$ cat src/smpc_pkg.sv
// Shared types, register codes and constants of the soil moisture pump controller.
package smpc_pkg;

  localparam int DIV_NUM_W = 18;  // magnitude of (average - dry) * 100
  localparam int DIV_DEN_W = 10;  // magnitude of (wet - dry), also holds the sample count
  localparam int SUM_W     = 14;
  localparam int RAW_W     = 10;
  localparam int PCT_W     = 7;
  localparam int MS_W      = 32;
  localparam int CFG_W     = 32;
  localparam int IDX_W     = 3;

  localparam logic [PCT_W-1:0] PCT_FULL = 7'd100;

  localparam logic [RAW_W-1:0] DRY_RAW_RST       = 10'd970;
  localparam logic [RAW_W-1:0] WET_RAW_RST       = 10'd746;
  localparam logic [PCT_W-1:0] START_PERCENT_RST = 7'd35;
  localparam logic [PCT_W-1:0] STOP_PERCENT_RST  = 7'd60;
  localparam logic [RAW_W-1:0] FAULT_LEVEL_RST   = 10'd600;
  localparam logic [MS_W-1:0]  PULSE_MS_RST      = 32'd3000;
  localparam logic [MS_W-1:0]  SOAK_MS_RST       = 32'd5000;

  localparam logic REQ_TICK   = 1'b0;
  localparam logic REQ_SAMPLE = 1'b1;

  typedef enum logic [IDX_W-1:0] {
    REG_DRY_RAW       = 3'd0,
    REG_WET_RAW       = 3'd1,
    REG_START_PERCENT = 3'd2,
    REG_STOP_PERCENT  = 3'd3,
    REG_FAULT_LEVEL   = 3'd4,
    REG_PULSE_MS      = 3'd5,
    REG_SOAK_MS       = 3'd6
  } smpc_reg_t;

  typedef struct packed {
    logic [RAW_W-1:0] dry_raw;
    logic [RAW_W-1:0] wet_raw;
    logic [PCT_W-1:0] start_percent;
    logic [PCT_W-1:0] stop_percent;
    logic [RAW_W-1:0] fault_level;
    logic [MS_W-1:0]  pulse_ms;
    logic [MS_W-1:0]  soak_ms;
  } smpc_cfg_t;

  typedef struct packed {
    logic             req_type;
    logic [RAW_W-1:0] sample_value;
  } smpc_in_t;

  typedef struct packed {
    logic             reading_done;
    logic             pump_running;
    logic             watering_active;
    logic             sensor_fault;
    logic [PCT_W-1:0] moisture_percent;
    logic [RAW_W-1:0] average_raw;
  } smpc_out_t;

endpackage

$ cat src/soil_moisture_pump_controller_top.sv
// Top level of the soil moisture pump controller: sequencer, state and result register.
//
// Usage:
//   in channel (in_valid/in_ready/in_data) carries one request per item: a
//   millisecond tick or one raw 10-bit sensor sample. out channel
//   (out_valid/out_ready/out_data) returns exactly one status request per
//   input request, in order.
//   cfg_we/cfg_index/cfg_data write the calibration, threshold and timing
//   registers; write them only while the block is idle.
//   Ticks and samples that do not finish an average are answered in the cycle
//   after acceptance. The sample that completes a group of SAMPLES runs through
//   the shared divider for the average and then, unless the calibration
//   points are equal, for the percent; in_ready stays low until its result
//   is registered.
//   The output register frees the input side: a new request is taken in the
//   cycle the pending result is drained. When out_ready stays low the block
//   holds its result and stops accepting.
//   Reset (rst, synchronous) restores the register defaults, zeroes the clock,
//   sample accumulator and status, and turns the pump off.
module soil_moisture_pump_controller_top #(
  parameter int SAMPLES = 10
) (
  input  logic                          clk,
  input  logic                          rst,
  input  logic                          in_valid,
  output logic                          in_ready,
  input  smpc_pkg::smpc_in_t            in_data,
  output logic                          out_valid,
  input  logic                          out_ready,
  output smpc_pkg::smpc_out_t           out_data,
  input  logic                          cfg_we,
  input  logic [smpc_pkg::IDX_W-1:0]    cfg_index,
  input  logic [smpc_pkg::CFG_W-1:0]    cfg_data
);
  import smpc_pkg::*;

  localparam int CNT_W = $clog2(SAMPLES + 1);

  typedef enum logic [2:0] {
    S_IDLE,
    S_AVG_DIV,
    S_MAP,
    S_PCT_DIV,
    S_DECIDE
  } state_t;

  state_t              state;
  smpc_cfg_t           cfg;

  // controller state
  logic [MS_W-1:0]     ms_count;
  logic [MS_W-1:0]     pulse_start;
  logic [MS_W-1:0]     pulse_stop;
  logic                pump;
  logic                watering;
  logic [SUM_W-1:0]    sample_sum;
  logic [CNT_W-1:0]    sample_index;
  logic [RAW_W-1:0]    last_average;
  logic [PCT_W-1:0]    last_percent;
  logic                last_fault;
  logic                quot_neg;

  // divider hookup
  logic                    div_start;
  logic [DIV_NUM_W-1:0]    div_dividend;
  logic [DIV_DEN_W-1:0]    div_divisor;
  logic                    div_done;
  logic [DIV_NUM_W-1:0]    div_quotient;

  logic                    accept;
  logic                    out_free;
  logic [SUM_W-1:0]        sum_next;
  logic [CNT_W-1:0]        index_next;
  logic                    group_done;

  // linear map operands
  logic signed [RAW_W:0]       avg_diff;
  logic signed [RAW_W:0]       cal_diff;
  logic signed [DIV_NUM_W-1:0] num;
  logic [DIV_NUM_W-1:0]        num_mag;
  logic [DIV_DEN_W-1:0]        den_mag;

  // decision
  logic                watering_next;
  logic                pump_next;
  logic                pump_stop;
  logic                pump_start;
  logic [MS_W-1:0]     run_time;
  logic [MS_W-1:0]     rest_time;

  smpc_regs u_regs (
    .clk       (clk),
    .rst       (rst),
    .cfg_we    (cfg_we),
    .cfg_index (cfg_index),
    .cfg_data  (cfg_data),
    .cfg       (cfg)
  );

  smpc_div u_div (
    .clk      (clk),
    .rst      (rst),
    .start    (div_start),
    .dividend (div_dividend),
    .divisor  (div_divisor),
    .done     (div_done),
    .quotient (div_quotient)
  );

  assign out_free = !out_valid || out_ready;
  assign in_ready = (state == S_IDLE) && out_free;
  assign accept   = in_valid && in_ready;

  assign sum_next   = sample_sum + SUM_W'(in_data.sample_value);
  assign index_next = sample_index + 1'b1;
  assign group_done = index_next >= CNT_W'(SAMPLES);

  // (avg - dry) * 100 as shift-and-add, then sign and magnitude
  always_comb begin
    avg_diff = $signed({1'b0, last_average}) - $signed({1'b0, cfg.dry_raw});
    cal_diff = $signed({1'b0, cfg.wet_raw}) - $signed({1'b0, cfg.dry_raw});
    num      = (DIV_NUM_W'(avg_diff) <<< 6) + (DIV_NUM_W'(avg_diff) <<< 5)
             + (DIV_NUM_W'(avg_diff) <<< 2);
    num_mag  = num[DIV_NUM_W-1] ? DIV_NUM_W'(-num) : DIV_NUM_W'(num);
    den_mag  = cal_diff[RAW_W] ? DIV_DEN_W'(-cal_diff) : DIV_DEN_W'(cal_diff);
  end

  // one divider serves both the averaging and the percent mapping
  always_comb begin
    div_start    = 1'b0;
    div_dividend = num_mag;
    div_divisor  = den_mag;
    if (state == S_IDLE) begin
      div_start    = accept && (in_data.req_type == REQ_SAMPLE) && group_done;
      div_dividend = DIV_NUM_W'(sum_next);
      div_divisor  = DIV_DEN_W'(SAMPLES);
    end else if (state == S_MAP) begin
      div_start    = cal_diff != '0;
    end
  end

  // hysteresis and pulse/soak timing; timestamps wrap modulo 2^32
  always_comb begin
    run_time  = ms_count - pulse_start;
    rest_time = ms_count - pulse_stop;
    if (last_fault) begin
      watering_next = 1'b0;
    end else if (!watering && (last_percent < cfg.start_percent)) begin
      watering_next = 1'b1;
    end else if (watering && (last_percent >= cfg.stop_percent)) begin
      watering_next = 1'b0;
    end else begin
      watering_next = watering;
    end
    pump_stop  = pump && (!watering_next || (run_time >= cfg.pulse_ms));
    pump_start = !pump && watering_next && (rest_time >= cfg.soak_ms);
    pump_next  = (pump && !pump_stop) || pump_start;
  end

  always_ff @(posedge clk) begin
    if (rst) begin
      state        <= S_IDLE;
      out_valid    <= 1'b0;
      ms_count     <= '0;
      pulse_start  <= '0;
      pulse_stop   <= '0;
      pump         <= 1'b0;
      watering     <= 1'b0;
      sample_sum   <= '0;
      sample_index <= '0;
      last_average <= '0;
      last_percent <= '0;
      last_fault   <= 1'b0;
    end else begin
      if (out_valid && out_ready) begin
        out_valid <= 1'b0;
      end
      unique case (state)
        S_IDLE: begin
          if (accept) begin
            if (in_data.req_type == REQ_TICK) begin
              ms_count <= ms_count + 1'b1;
              out_valid <= 1'b1;
              out_data  <= '{reading_done: 1'b0, pump_running: pump,
                             watering_active: watering, sensor_fault: last_fault,
                             moisture_percent: last_percent, average_raw: last_average};
            end else if (group_done) begin
              sample_sum   <= '0;
              sample_index <= '0;
              state        <= S_AVG_DIV;
            end else begin
              sample_sum   <= sum_next;
              sample_index <= index_next;
              out_valid    <= 1'b1;
              out_data     <= '{reading_done: 1'b0, pump_running: pump,
                                watering_active: watering, sensor_fault: last_fault,
                                moisture_percent: last_percent,
                                average_raw: last_average};
            end
          end
        end
        S_AVG_DIV: begin
          if (div_done) begin
            last_average <= div_quotient[RAW_W-1:0];
            state        <= S_MAP;
          end
        end
        S_MAP: begin
          last_fault <= last_average < cfg.fault_level;
          quot_neg   <= num[DIV_NUM_W-1] ^ cal_diff[RAW_W];
          if (cal_diff == '0) begin
            // equal calibration points: percent forced to zero
            last_percent <= '0;
            state        <= S_DECIDE;
          end else begin
            state <= S_PCT_DIV;
          end
        end
        S_PCT_DIV: begin
          if (div_done) begin
            if (quot_neg) begin
              last_percent <= '0;
            end else if (div_quotient > DIV_NUM_W'(PCT_FULL)) begin
              last_percent <= PCT_FULL;
            end else begin
              last_percent <= div_quotient[PCT_W-1:0];
            end
            state <= S_DECIDE;
          end
        end
        S_DECIDE: begin
          if (out_free) begin
            watering <= watering_next;
            pump     <= pump_next;
            if (pump_stop) begin
              pulse_stop <= ms_count;
            end
            if (pump_start) begin
              pulse_start <= ms_count;
            end
            out_valid <= 1'b1;
            out_data  <= '{reading_done: 1'b1, pump_running: pump_next,
                           watering_active: watering_next, sensor_fault: last_fault,
                           moisture_percent: last_percent, average_raw: last_average};
            state     <= S_IDLE;
          end
        end
        default: state <= S_IDLE;
      endcase
    end
  end

endmodule

$ cat src/smpc_regs.sv
// Calibration and timing register file, written through a plain write port.
module smpc_regs (
  input  logic                                   clk,
  input  logic                                   rst,
  input  logic                                   cfg_we,
  input  logic [smpc_pkg::IDX_W-1:0]             cfg_index,
  input  logic [smpc_pkg::CFG_W-1:0]             cfg_data,
  output smpc_pkg::smpc_cfg_t                    cfg
);
  import smpc_pkg::*;

  always_ff @(posedge clk) begin
    if (rst) begin
      cfg.dry_raw       <= DRY_RAW_RST;
      cfg.wet_raw       <= WET_RAW_RST;
      cfg.start_percent <= START_PERCENT_RST;
      cfg.stop_percent  <= STOP_PERCENT_RST;
      cfg.fault_level   <= FAULT_LEVEL_RST;
      cfg.pulse_ms      <= PULSE_MS_RST;
      cfg.soak_ms       <= SOAK_MS_RST;
    end else if (cfg_we) begin
      unique case (cfg_index)
        REG_DRY_RAW:       cfg.dry_raw       <= cfg_data[RAW_W-1:0];
        REG_WET_RAW:       cfg.wet_raw       <= cfg_data[RAW_W-1:0];
        REG_START_PERCENT: cfg.start_percent <= cfg_data[PCT_W-1:0];
        REG_STOP_PERCENT:  cfg.stop_percent  <= cfg_data[PCT_W-1:0];
        REG_FAULT_LEVEL:   cfg.fault_level   <= cfg_data[RAW_W-1:0];
        REG_PULSE_MS:      cfg.pulse_ms      <= cfg_data[MS_W-1:0];
        REG_SOAK_MS:       cfg.soak_ms       <= cfg_data[MS_W-1:0];
        default: ;
      endcase
    end
  end

endmodule

$ cat src/smpc_div.sv
// Shared restoring divider, one quotient bit per cycle.
module smpc_div (
  input  logic                              clk,
  input  logic                              rst,
  input  logic                              start,
  input  logic [smpc_pkg::DIV_NUM_W-1:0]    dividend,
  input  logic [smpc_pkg::DIV_DEN_W-1:0]    divisor,
  output logic                              done,
  output logic [smpc_pkg::DIV_NUM_W-1:0]    quotient
);
  import smpc_pkg::*;

  localparam int STEP_W = $clog2(DIV_NUM_W);

  logic                 busy;
  logic [STEP_W-1:0]    count;
  logic [DIV_DEN_W-1:0] rem;
  logic [DIV_DEN_W-1:0] den;
  logic [DIV_DEN_W:0]   trial;
  logic [DIV_DEN_W:0]   diff;
  logic                 fits;

  always_comb begin
    trial = {rem, quotient[DIV_NUM_W-1]};
    diff  = trial - {1'b0, den};
    fits  = trial >= {1'b0, den};
  end

  always_ff @(posedge clk) begin
    if (rst) begin
      busy  <= 1'b0;
      done  <= 1'b0;
      count <= '0;
    end else begin
      done <= 1'b0;
      if (start) begin
        busy  <= 1'b1;
        count <= '0;
      end else if (busy) begin
        count <= count + 1'b1;
        if (count == STEP_W'(DIV_NUM_W - 1)) begin
          busy <= 1'b0;
          done <= 1'b1;
        end
      end
    end
  end

  always_ff @(posedge clk) begin
    if (start) begin
      rem      <= '0;
      den      <= divisor;
      quotient <= dividend;
    end else if (busy) begin
      rem      <= fits ? diff[DIV_DEN_W-1:0] : trial[DIV_DEN_W-1:0];
      quotient <= {quotient[DIV_NUM_W-2:0], fits};
    end
  end

endmodule

$ cat config.mk
export PLATFORM = sky130hd
export DESIGN_NAME = soil_moisture_pump_controller_top
export DESIGN_NICKNAME = d
export VERILOG_FILES = /design/src/smpc_pkg.sv /design/src/soil_moisture_pump_controller_top.sv /design/src/smpc_regs.sv /design/src/smpc_div.sv
export SDC_FILE = /design/constraint.sdc
export NUM_CORES = 1
export LEC_CHECK = 0
export BUFFER_PORTS_ARGS = -buffer_cell sky130_fd_sc_hd__buf_2
export CORE_ASPECT_RATIO = 1.25
export CORE_MARGIN = 5
export CORE_UTILIZATION = 40
export DETAILED_ROUTE_END_ITERATION = 8
export SLEW_MARGIN = 20
export SYNTH_ARGS = -nofsm -noshare
export SYNTH_HDL_FRONTEND = slang
export SYNTH_SLANG_ARGS = --single-unit
$ cat constraint.sdc
create_clock -name clk -period 6.2 [get_ports clk]
set_clock_uncertainty 0.1 [all_clocks]
set_input_delay 1.55 -clock clk [delete_from_list [all_inputs] [get_ports clk]]
set_output_delay 1.55 -clock clk [all_outputs]
set_load 0.05 [all_outputs]
Word-level counts from Yosys, hierarchy flattened

Index checks and enable logic that the tools add are counted.

Register bits after elaboration: 313
Bits of input ports: 51
Output and inout port bits: 23
Logic and storage cells: 162

Add/sub/neg operators: 13
Order comparisons: 8
Equal/unequal tests: 19
Muxes and demuxes: 41
Bitwise logic cells: 4
Reductions and logical operators: 45

Operator list:

| cell                                                                   | count |
|---|---|
| 21-bit 2-to-1 mux                                                      | 4 |
| 18-bit 2-to-1 mux                                                      | 4 |
| 32-bit greater-or-equal comparator                                     | 2 |
| 32-bit subtractor                                                      | 2 |
| 21-bit one-hot mux with 2 select lines                                 | 1 |
| 32-bit by 1-bit adder with 32-bit output (second input constant)       | 1 |
| 7-bit 2-to-1 mux                                                       | 4 |
| 10-bit by 10-bit subtractor with 11-bit output                         | 2 |
| 3-bit 2-to-1 mux                                                       | 7 |
| 10-bit 2-to-1 mux                                                      | 2 |
| 2-bit AND reduction                                                    | 10 |
| 17-bit by 16-bit adder with 18-bit output                              | 1 |
| 18-bit by 13-bit adder with 18-bit output                              | 1 |
| 18-bit by 7-bit > comparator with 1-bit output (second input constant) | 1 |
| 18-bit negator                                                         | 1 |
| 3-bit one-hot mux with 5 select lines                                  | 1 |
| 3-bit AND reduction                                                    | 5 |
| 14-bit by 10-bit adder with 14-bit output                              | 1 |
| 1-bit 2-to-1 mux                                                       | 14 |
| 14-bit 2-to-1 mux                                                      | 1 |
| 7-bit one-hot mux with 2 select lines                                  | 1 |
| 3-bit by 2-bit == test with 1-bit output (second input constant)       | 4 |
| 3-bit == test (second input constant)                                  | 4 |
| 11-bit by 10-bit greater-or-equal comparator with 1-bit output         | 1 |
| other kinds (28)                                                       | 55 |

Longest topological paths before layout

Gate-level depths: netlist of the first run.

Depth after elaboration: 13
Depth in mapped cells: 26
Depth with buffers taken out: 25

Hierarchy

A second synthesis of the first run with hierarchy kept.

Cell total of the unflattened synthesis: 2374
Area, all modules: 20841.2 sq um

Modules (own cells, without submodules):

| module                            | times used | cells each | area an instance (sq um) | sequential area each (sq um) |
|---|---|---|---|---|
| soil_moisture_pump_controller_top | 1          | 1759       | 14124.8                  | 3423.3 |
| smpc_regs                         | 1          | 412        | 4364.2                   | 2162.1 |
| smpc_div                          | 1          | 203        | 2352.3                   | 1181.1 |

Worst setup path before layout of the first run

No wires, ideal clock.

Path type: reg2reg
Start: register ms_count[0]
End: register pulse_start[10]
Data arrival time: 4.853 ns
Data required time: 5.972 ns
Slack: 1.119 ns
Stages on the path, launching flop included: 26
Buffers on the path: 1
Period minus slack after synthesis: 5.081 ns
Path through: dfxtp_1 > inv_1 > ha_1 > inv_1 > fa_1 > a211oi_1 > o211ai_1 > a41o_1 > nand3_1 > o21ai_0 > a31o_2 > nor3_1 > nor2_1 > a211oi_1 > xnor2_1 > ha_1 > nand4_1 > nor2_1 > and3_1 > nand4_1 > a2111o_1 > a211oi_1 > nand2_1 > buf_1 > mux2i_1 > nor2_1

Longest elaborated chain between the ends: 4

Ends and longest elaborated chain:

| element                              | RTL line                                 | source |
|---|---|---|
| start: declaration                   | soil_moisture_pump_controller_top.sv:51  | `logic [MS_W-1:0] ms_count;` |
| start signal: assignment             | soil_moisture_pump_controller_top.sv:182 | `ms_count <= ms_count + 1'b1;` |
| 32-bit subtractor                    | soil_moisture_pump_controller_top.sv:145 | `rest_time = ms_count - pulse_stop;` |
| 32-bit greater-or-equal comparator   | soil_moisture_pump_controller_top.sv:156 | `pump_start = !pump && watering_next && (rest_time >= cfg.soak_ms);` |
| 1-bit logical AND                    | soil_moisture_pump_controller_top.sv:156 |  |
| 3-bit AND reduction (no source line) | n/a                                      |  |
| end signal: assignment               | soil_moisture_pump_controller_top.sv:239 | `pulse_start <= ms_count;` |
| end: declaration                     | soil_moisture_pump_controller_top.sv:52  | `logic [MS_W-1:0] pulse_start;` |

No other way between the ends.
A chain may end at the register's enable or synchronous reset.

Final worst setup path of the first run

Start: register ms_count[0]
End: register pulse_start[6]

Same word-level chain as after synthesis.

==> metrics, run 1 <==
status finished, final reports clean; CTS tree built; die footprint 0.0542 mm^2; max_slew headroom 0.281; asr flop ratio synth 0; FF+latch area 0.00677 mm^2; Routability Congestion 0.888; CP max-delay cell fa_1; # setup viols final 0; synth top area cells dfxtp_1 27%, ha_1 13%, edfxtp_1 7.6%; drt total wl 54,700 um; clock power share 0.415; Post-synth EDFFs 50; RSZ-0062 raised after global routing no; net count after synthesis 2,711; area of the multi-input gates 0.0120 mm^2; CTS clk-pin slew, worst paths 0.06 ns; Area Overhead vs Synth 12.2%; Hold Buf Count CTS 0; Detailed Place HPWL 41,600 um; Critical Path Sink Type register; post-synthesis sequential area ratio 0.341; maximum vdd drop 0.171 mV; upper clock frequency limit 173 MHz; Req. time, crit path 6.51 ns; Ports 74; count of pins over their slew limit 0; DRC 0; CTS H-tree depth 2; Flop pwr share 0.404; first-pass GRT wire length 87,300 um; count leader, synth nand2_1; Slew @ Worst Pin 1.07 ns; die width 209 um; Post-Syn Area 0.0198 mm^2; layout cells sized above 1 0.0766; final count of hold timing violations 0; Die H 259 um; CTS Buffer Depth 3; Core Region 0.0492 mm^2; Pre-Repair DR Iteration Count 5; Logic pwr share 0.181; diode count 0; root buffer cell clkbuf_16; Max Cap Viol 0; Port Buffers 73; DR vias 16,900; initial antenna violation count 0; Min Hold Slack 0.353 ns; Syn. warnings 0; Via density 5.33; Pint 3.93 mW; CP peak stage delay 0.43 ns; Final nets 2,767; Initial Util 0.403; worst skew pair latency 0.55 ns; post-CTS sizing 0; CP max FO 33; Num Clock Sinks 313; switching pwr 1.58 mW; Synth top area share 0.265; final global-route overflow total 0; Fillers 4,891; largest net degree at the start of global routing 108; DRT antenna net count 0; Netlist cell types 86; Power Density 248 mW/mm^2; Layout Cells excl Fill 3,171; Syn Area/Cell 8.14 um^2; final period utilization 0.932; initial DRC count 1,034; sw frac 0.287; Placed Cells 3,104; Commonest cells post-synth 348 x nand2_1, 263 x dfxtp_1, 246 x a21oi_1; TNS Setup 0 ns; HP Class reg -> reg; Leakage 9.67 nW; Core Rows 91; synthesis-stage register bit count 313; critical path arrival 6.08 ns; Tot GR Track Use 0.197; post-CTS setup buffers 0; WL per Instance 17.2 um; Yosys top cell by area dfxtp_1; vias in the first global route 16,800; Mapped Cells 2,436; Num CTS Buffers 37; Period minus WS final 5.78 ns; kind of critical path reg -> reg; prevailing post-synth register cell dfxtp_1; startpoint types register
## sequential cells by signal, indices dropped and copies added (netlist names), 4 cells and up
| signal | cells |
|---|---|
| sample_sum | 14 |
| out_data | 21 |
| last_average | 10 |
| sample_index | 4 |
| u_div.count | 5 |
| last_percent | 7 |
| pulse_start | 32 |
| pulse_stop | 32 |
| u_div.rem | 10 |
| u_regs.cfg | 108 |
| ms_count | 32 |
| u_div.den | 10 |
| u_div.quotient | 18 |
## per-layer routing
layer,GRT usage,up-vias,part of all wire
met5,0,-,0
met3,0.0273,111,0.035
met1,0.215,8035,0.40
met4,0.0736,0,0.039
li1,-,8473,-
met2,0.383,292,0.53
## metrics by stage
step	instance area [um^2]	utilization	power, mW	worst slack (ns)
after floorplan	19800	-	3.00	1.12
after global placement	21000	0.426	3.24	0.658
after detailed placement	21000	0.426	3.27	0.447
after CTS	22200	0.452	5.58	0.433
after global routing	22200	0.452	5.78	0.0715
final	22200	0.452	5.52	0.423
## path summary, 6_finish.rpt
path             startpoint        endpoint  slack (ns)  depth (start not counted)
max             ms_count[0]  pulse_start[6]        0.42                         25
min          u_regs.cfg[33]  u_regs.cfg[33]        0.35                          2
max reg2reg     ms_count[0]  pulse_start[6]        0.42                         25
min reg2reg  u_regs.cfg[33]  u_regs.cfg[33]        0.35                          2
## cell families after synthesis
| group | after synthesis | synth area share |
|---|---|---|
| DFF | 313 | 0.341 |
| AOI/OAI and AO/OA | 589 | 0.179 |
| muxes | 44 | 0.0225 |
| adders and majority gates | 224 | 0.147 |
| and+or+nand+nor | 815 | 0.188 |
| buffers and inverters | 304 | 0.0584 |
| xor gates and xnor gates | 147 | 0.0649 |
## cell type report
type | instances | share of cell area
Clock buffer | 51 | 0.0486
Multi-Input combinational cell | 1819 | 0.538
Timing Repair Buffer | 102 | 0.0271
Clock inverter | 16 | 0.00877
Sequential cell | 313 | 0.304
Inverter | 219 | 0.0370
Tap cell | 651 | 0.0366
## placed cells by master (no fill, tap or decap), types with 50 or more instances in the layout
cell,netlist,routed
nand2_1,348,347
dfxtp_1,263,263
a21oi_1,246,246
inv_1,217,217
nor2_1,217,215
ha_1,210,210
o21ai_0,136,136
xnor2_1,91,91
buf_2,3,72
a21o_1,57,57
xor2_1,56,56
edfxtp_1,50,50
## critical path, delay by kind of cell, from the launching register on
kind                     cells  cell delay [ns]
multiplexers                 1             0.25
adder cells (fa/ha/maj)      3             0.91
AND/OR/NAND/NOR              9             1.19
AO/OA/AOI/OAI                8             2.22
XOR/XNOR                     1             0.11
flip-flops                   1             0.36
buffers and inverters        3             0.47
## power groups by stage
stage | clock network [mW] | registers (mW) | logic [mW]
2_1_floorplan | 0 | 2.27 | 0.727
3_3_place_gp | 0 | 2.27 | 0.972
3_5_place_dp | 0 | 2.27 | 0.993
4_1_cts | 2.35 | 2.23 | 1.00
5_1_grt | 2.42 | 2.24 | 1.12
6_report | 2.29 | 2.23 | 0.998
Power figures use the tool's default switching activity.
==> inputs of run 2 (changes only) <==
--- a/config.mk
+++ b/config.mk
@@ -10,6 +10,7 @@
 export CORE_MARGIN = 5
 export CORE_UTILIZATION = 40
 export DETAILED_ROUTE_END_ITERATION = 8
+export RECOVER_POWER = 50
 export SLEW_MARGIN = 20
 export SYNTH_ARGS = -nofsm -noshare
 export SYNTH_HDL_FRONTEND = slang
==> metrics, run 2 (synthesis gave the netlist of run 1 again) <==
maximum vdd drop 0.170 mV; switching pwr 1.58 mW; Leakage 9.58 nW; critical path arrival 6.06 ns; post-CTS setup buffers 0; Reg2Reg Depth 25; Max Cap Viol 5; max_slew headroom -0.988; die width 209 um; R2R Path Start ms_count[0]; Initial Util 0.403; status complete, but fails checks; drt total wl 54,700 um; Port Buffers 73; Largest register FFs 108; Final Util 0.451; WL per Instance 17.2 um; Core Rows 91; reg2reg end pulse_start[6]; Pint 3.93 mW; Flop pwr share 0.405; Critical Path Sink Type register; # setup viols final 0; DRT antenna net count 0; HP Class reg -> reg; final instance area 0.0222 mm^2; Num CTS Buffers 37; Top reg by flops u_regs.cfg; DR vias 16,900; Power Density 249 mW/mm^2; Power Total 5.52 mW; diode count 0; Logic pwr share 0.180; Num Clock Sinks 313; CP max FO 33; Tot GR Track Use 0.197; CTS tree built; violated checks capacitance limit, slew limit; DRC 0; reg-to-reg setup timing slack 0.45 ns; initial antenna violation count 0; CTS Buffer Depth 3; RSZ-0062 raised after global routing no; Placed Cells 3,104; clock power share 0.415; final global-route overflow total 0; Layout Cells excl Fill 3,171; layout cells sized above 1 0.0647; Pre-Repair DR Iteration Count 5; Slew @ Worst Pin 2.98 ns; vias in the first global route 16,800; count of pins over their slew limit 154; Core Region 0.0492 mm^2; worst skew pair latency 0.55 ns; Final nets 2,767; DP Area 0.0210 mm^2; final period utilization 0.928; Min Hold Slack 0.353 ns; root buffer cell clkbuf_16; Period minus WS final 5.75 ns; Routability Congestion 0.888; sw frac 0.287; most common cell after layout, fill and taps aside nand2_1; die footprint 0.0542 mm^2; hold_sp u_regs.cfg[34]; CTS clk-pin slew, worst paths 0.06 ns; kind of critical path reg -> reg; Die H 259 um; Worst Setup SP ms_count[0]; DP Worst Slack 0.447 ns; most frequent cells in the layout 347 x nand2_1, 263 x dfxtp_1, 246 x a21oi_1, 217 x inv_1, 215 x nor2_1; Area Overhead vs Synth 11.8%; Setup WS post-layout 0.445 ns; Via density 5.32; TNS Setup 0 ns; upper clock frequency limit 174 MHz; Hold EP u_regs.cfg[34]; first-pass GRT wire length 87,300 um; startpoint types register; hold path cells 2; CTS H-tree depth 2; largest net degree at the start of global routing 108; Ports 74; final count of hold timing violations 0; initial DRC count 991; Detailed Place HPWL 41,600 um; Req. time, crit path 6.51 ns
## run 2: cell count changes in the layout (fill, tap and decap cells not counted), sizes merged
cell,change
buf,-28
clkbuf,+28
## run 2: worst max-delay path by stage
| stage | slack (ns) | cells after the start | end |
|---|---|---|---|
| 2_1_floorplan | 1.12 | 25 | pulse_start[10] |
| 3_3_place_gp | 0.66 | 22 | pulse_start[9] |
| 3_5_place_dp | 0.45 | 22 | pulse_start[4] |
| 4_1_cts | 0.43 | 22 | pulse_start[6] |
| 5_1_grt | 0.07 | 25 | pulse_start[2] |
| 6_report | 0.45 | 25 | pulse_start[6] |
## run 2: worst max-delay path, cell delays in order (launching register included)
cell	delay, ns
dfxtp_1	0.36
inv_1	0.10
ha_1	0.18
inv_1	0.06
fa_1	0.43
a211oi_1	0.29
o211ai_1	0.18
a41o_1	0.30
nand3_1	0.13
o21ai_0	0.15
a31o_2	0.25
nor3_1	0.25
nor2_1	0.14
a211oi_1	0.31
xnor2_1	0.11
ha_1	0.30
nand4_1	0.09
nor2_1	0.13
and3_1	0.19
nand4_1	0.14
a2111o_1	0.36
a211oi_1	0.37
nand2_2	0.07
buf_4	0.31
mux2i_1	0.25
nor2_1	0.05
## run 2: power by group through the flow
stage | sequential [mW] | clock (mW) | combinational, mW
2_1_floorplan | 2.27 | 0 | 0.727
3_3_place_gp | 2.27 | 0 | 0.972
3_5_place_dp | 2.27 | 0 | 0.993
4_1_cts | 2.23 | 2.35 | 1.00
5_1_grt | 2.24 | 2.42 | 1.11
6_report | 2.23 | 2.29 | 0.994
## run 2: cell type report
type / instances / area [um^2]
multi-input cells: 1819 / 12000
repair buffers: 102 / 549
flip-flops and latches: 313 / 6770
clock inverters: 16 / 195
clock buffers: 51 / 1080
inverters: 219 / 822
well taps: 651 / 815
fillers: 4915 / 27000
## run 2: what timing repair did
item | 4_1_cts | 5_1_grt
hold buffers | 0 | 0
setup endpoints to repair | 0 | 33
resized for setup | 0 | 2
## run 2: per-layer routing
metal | track usage | vias to the layer above | routed length (um)
met5 | 0 | - | 0
met4 | 0.0736 | 0 | 2060
met3 | 0.0273 | 106 | 1830
met2 | 0.383 | 273 | 29000
met1 | 0.215 | 8008 | 21800
li1 | - | 8472 | -
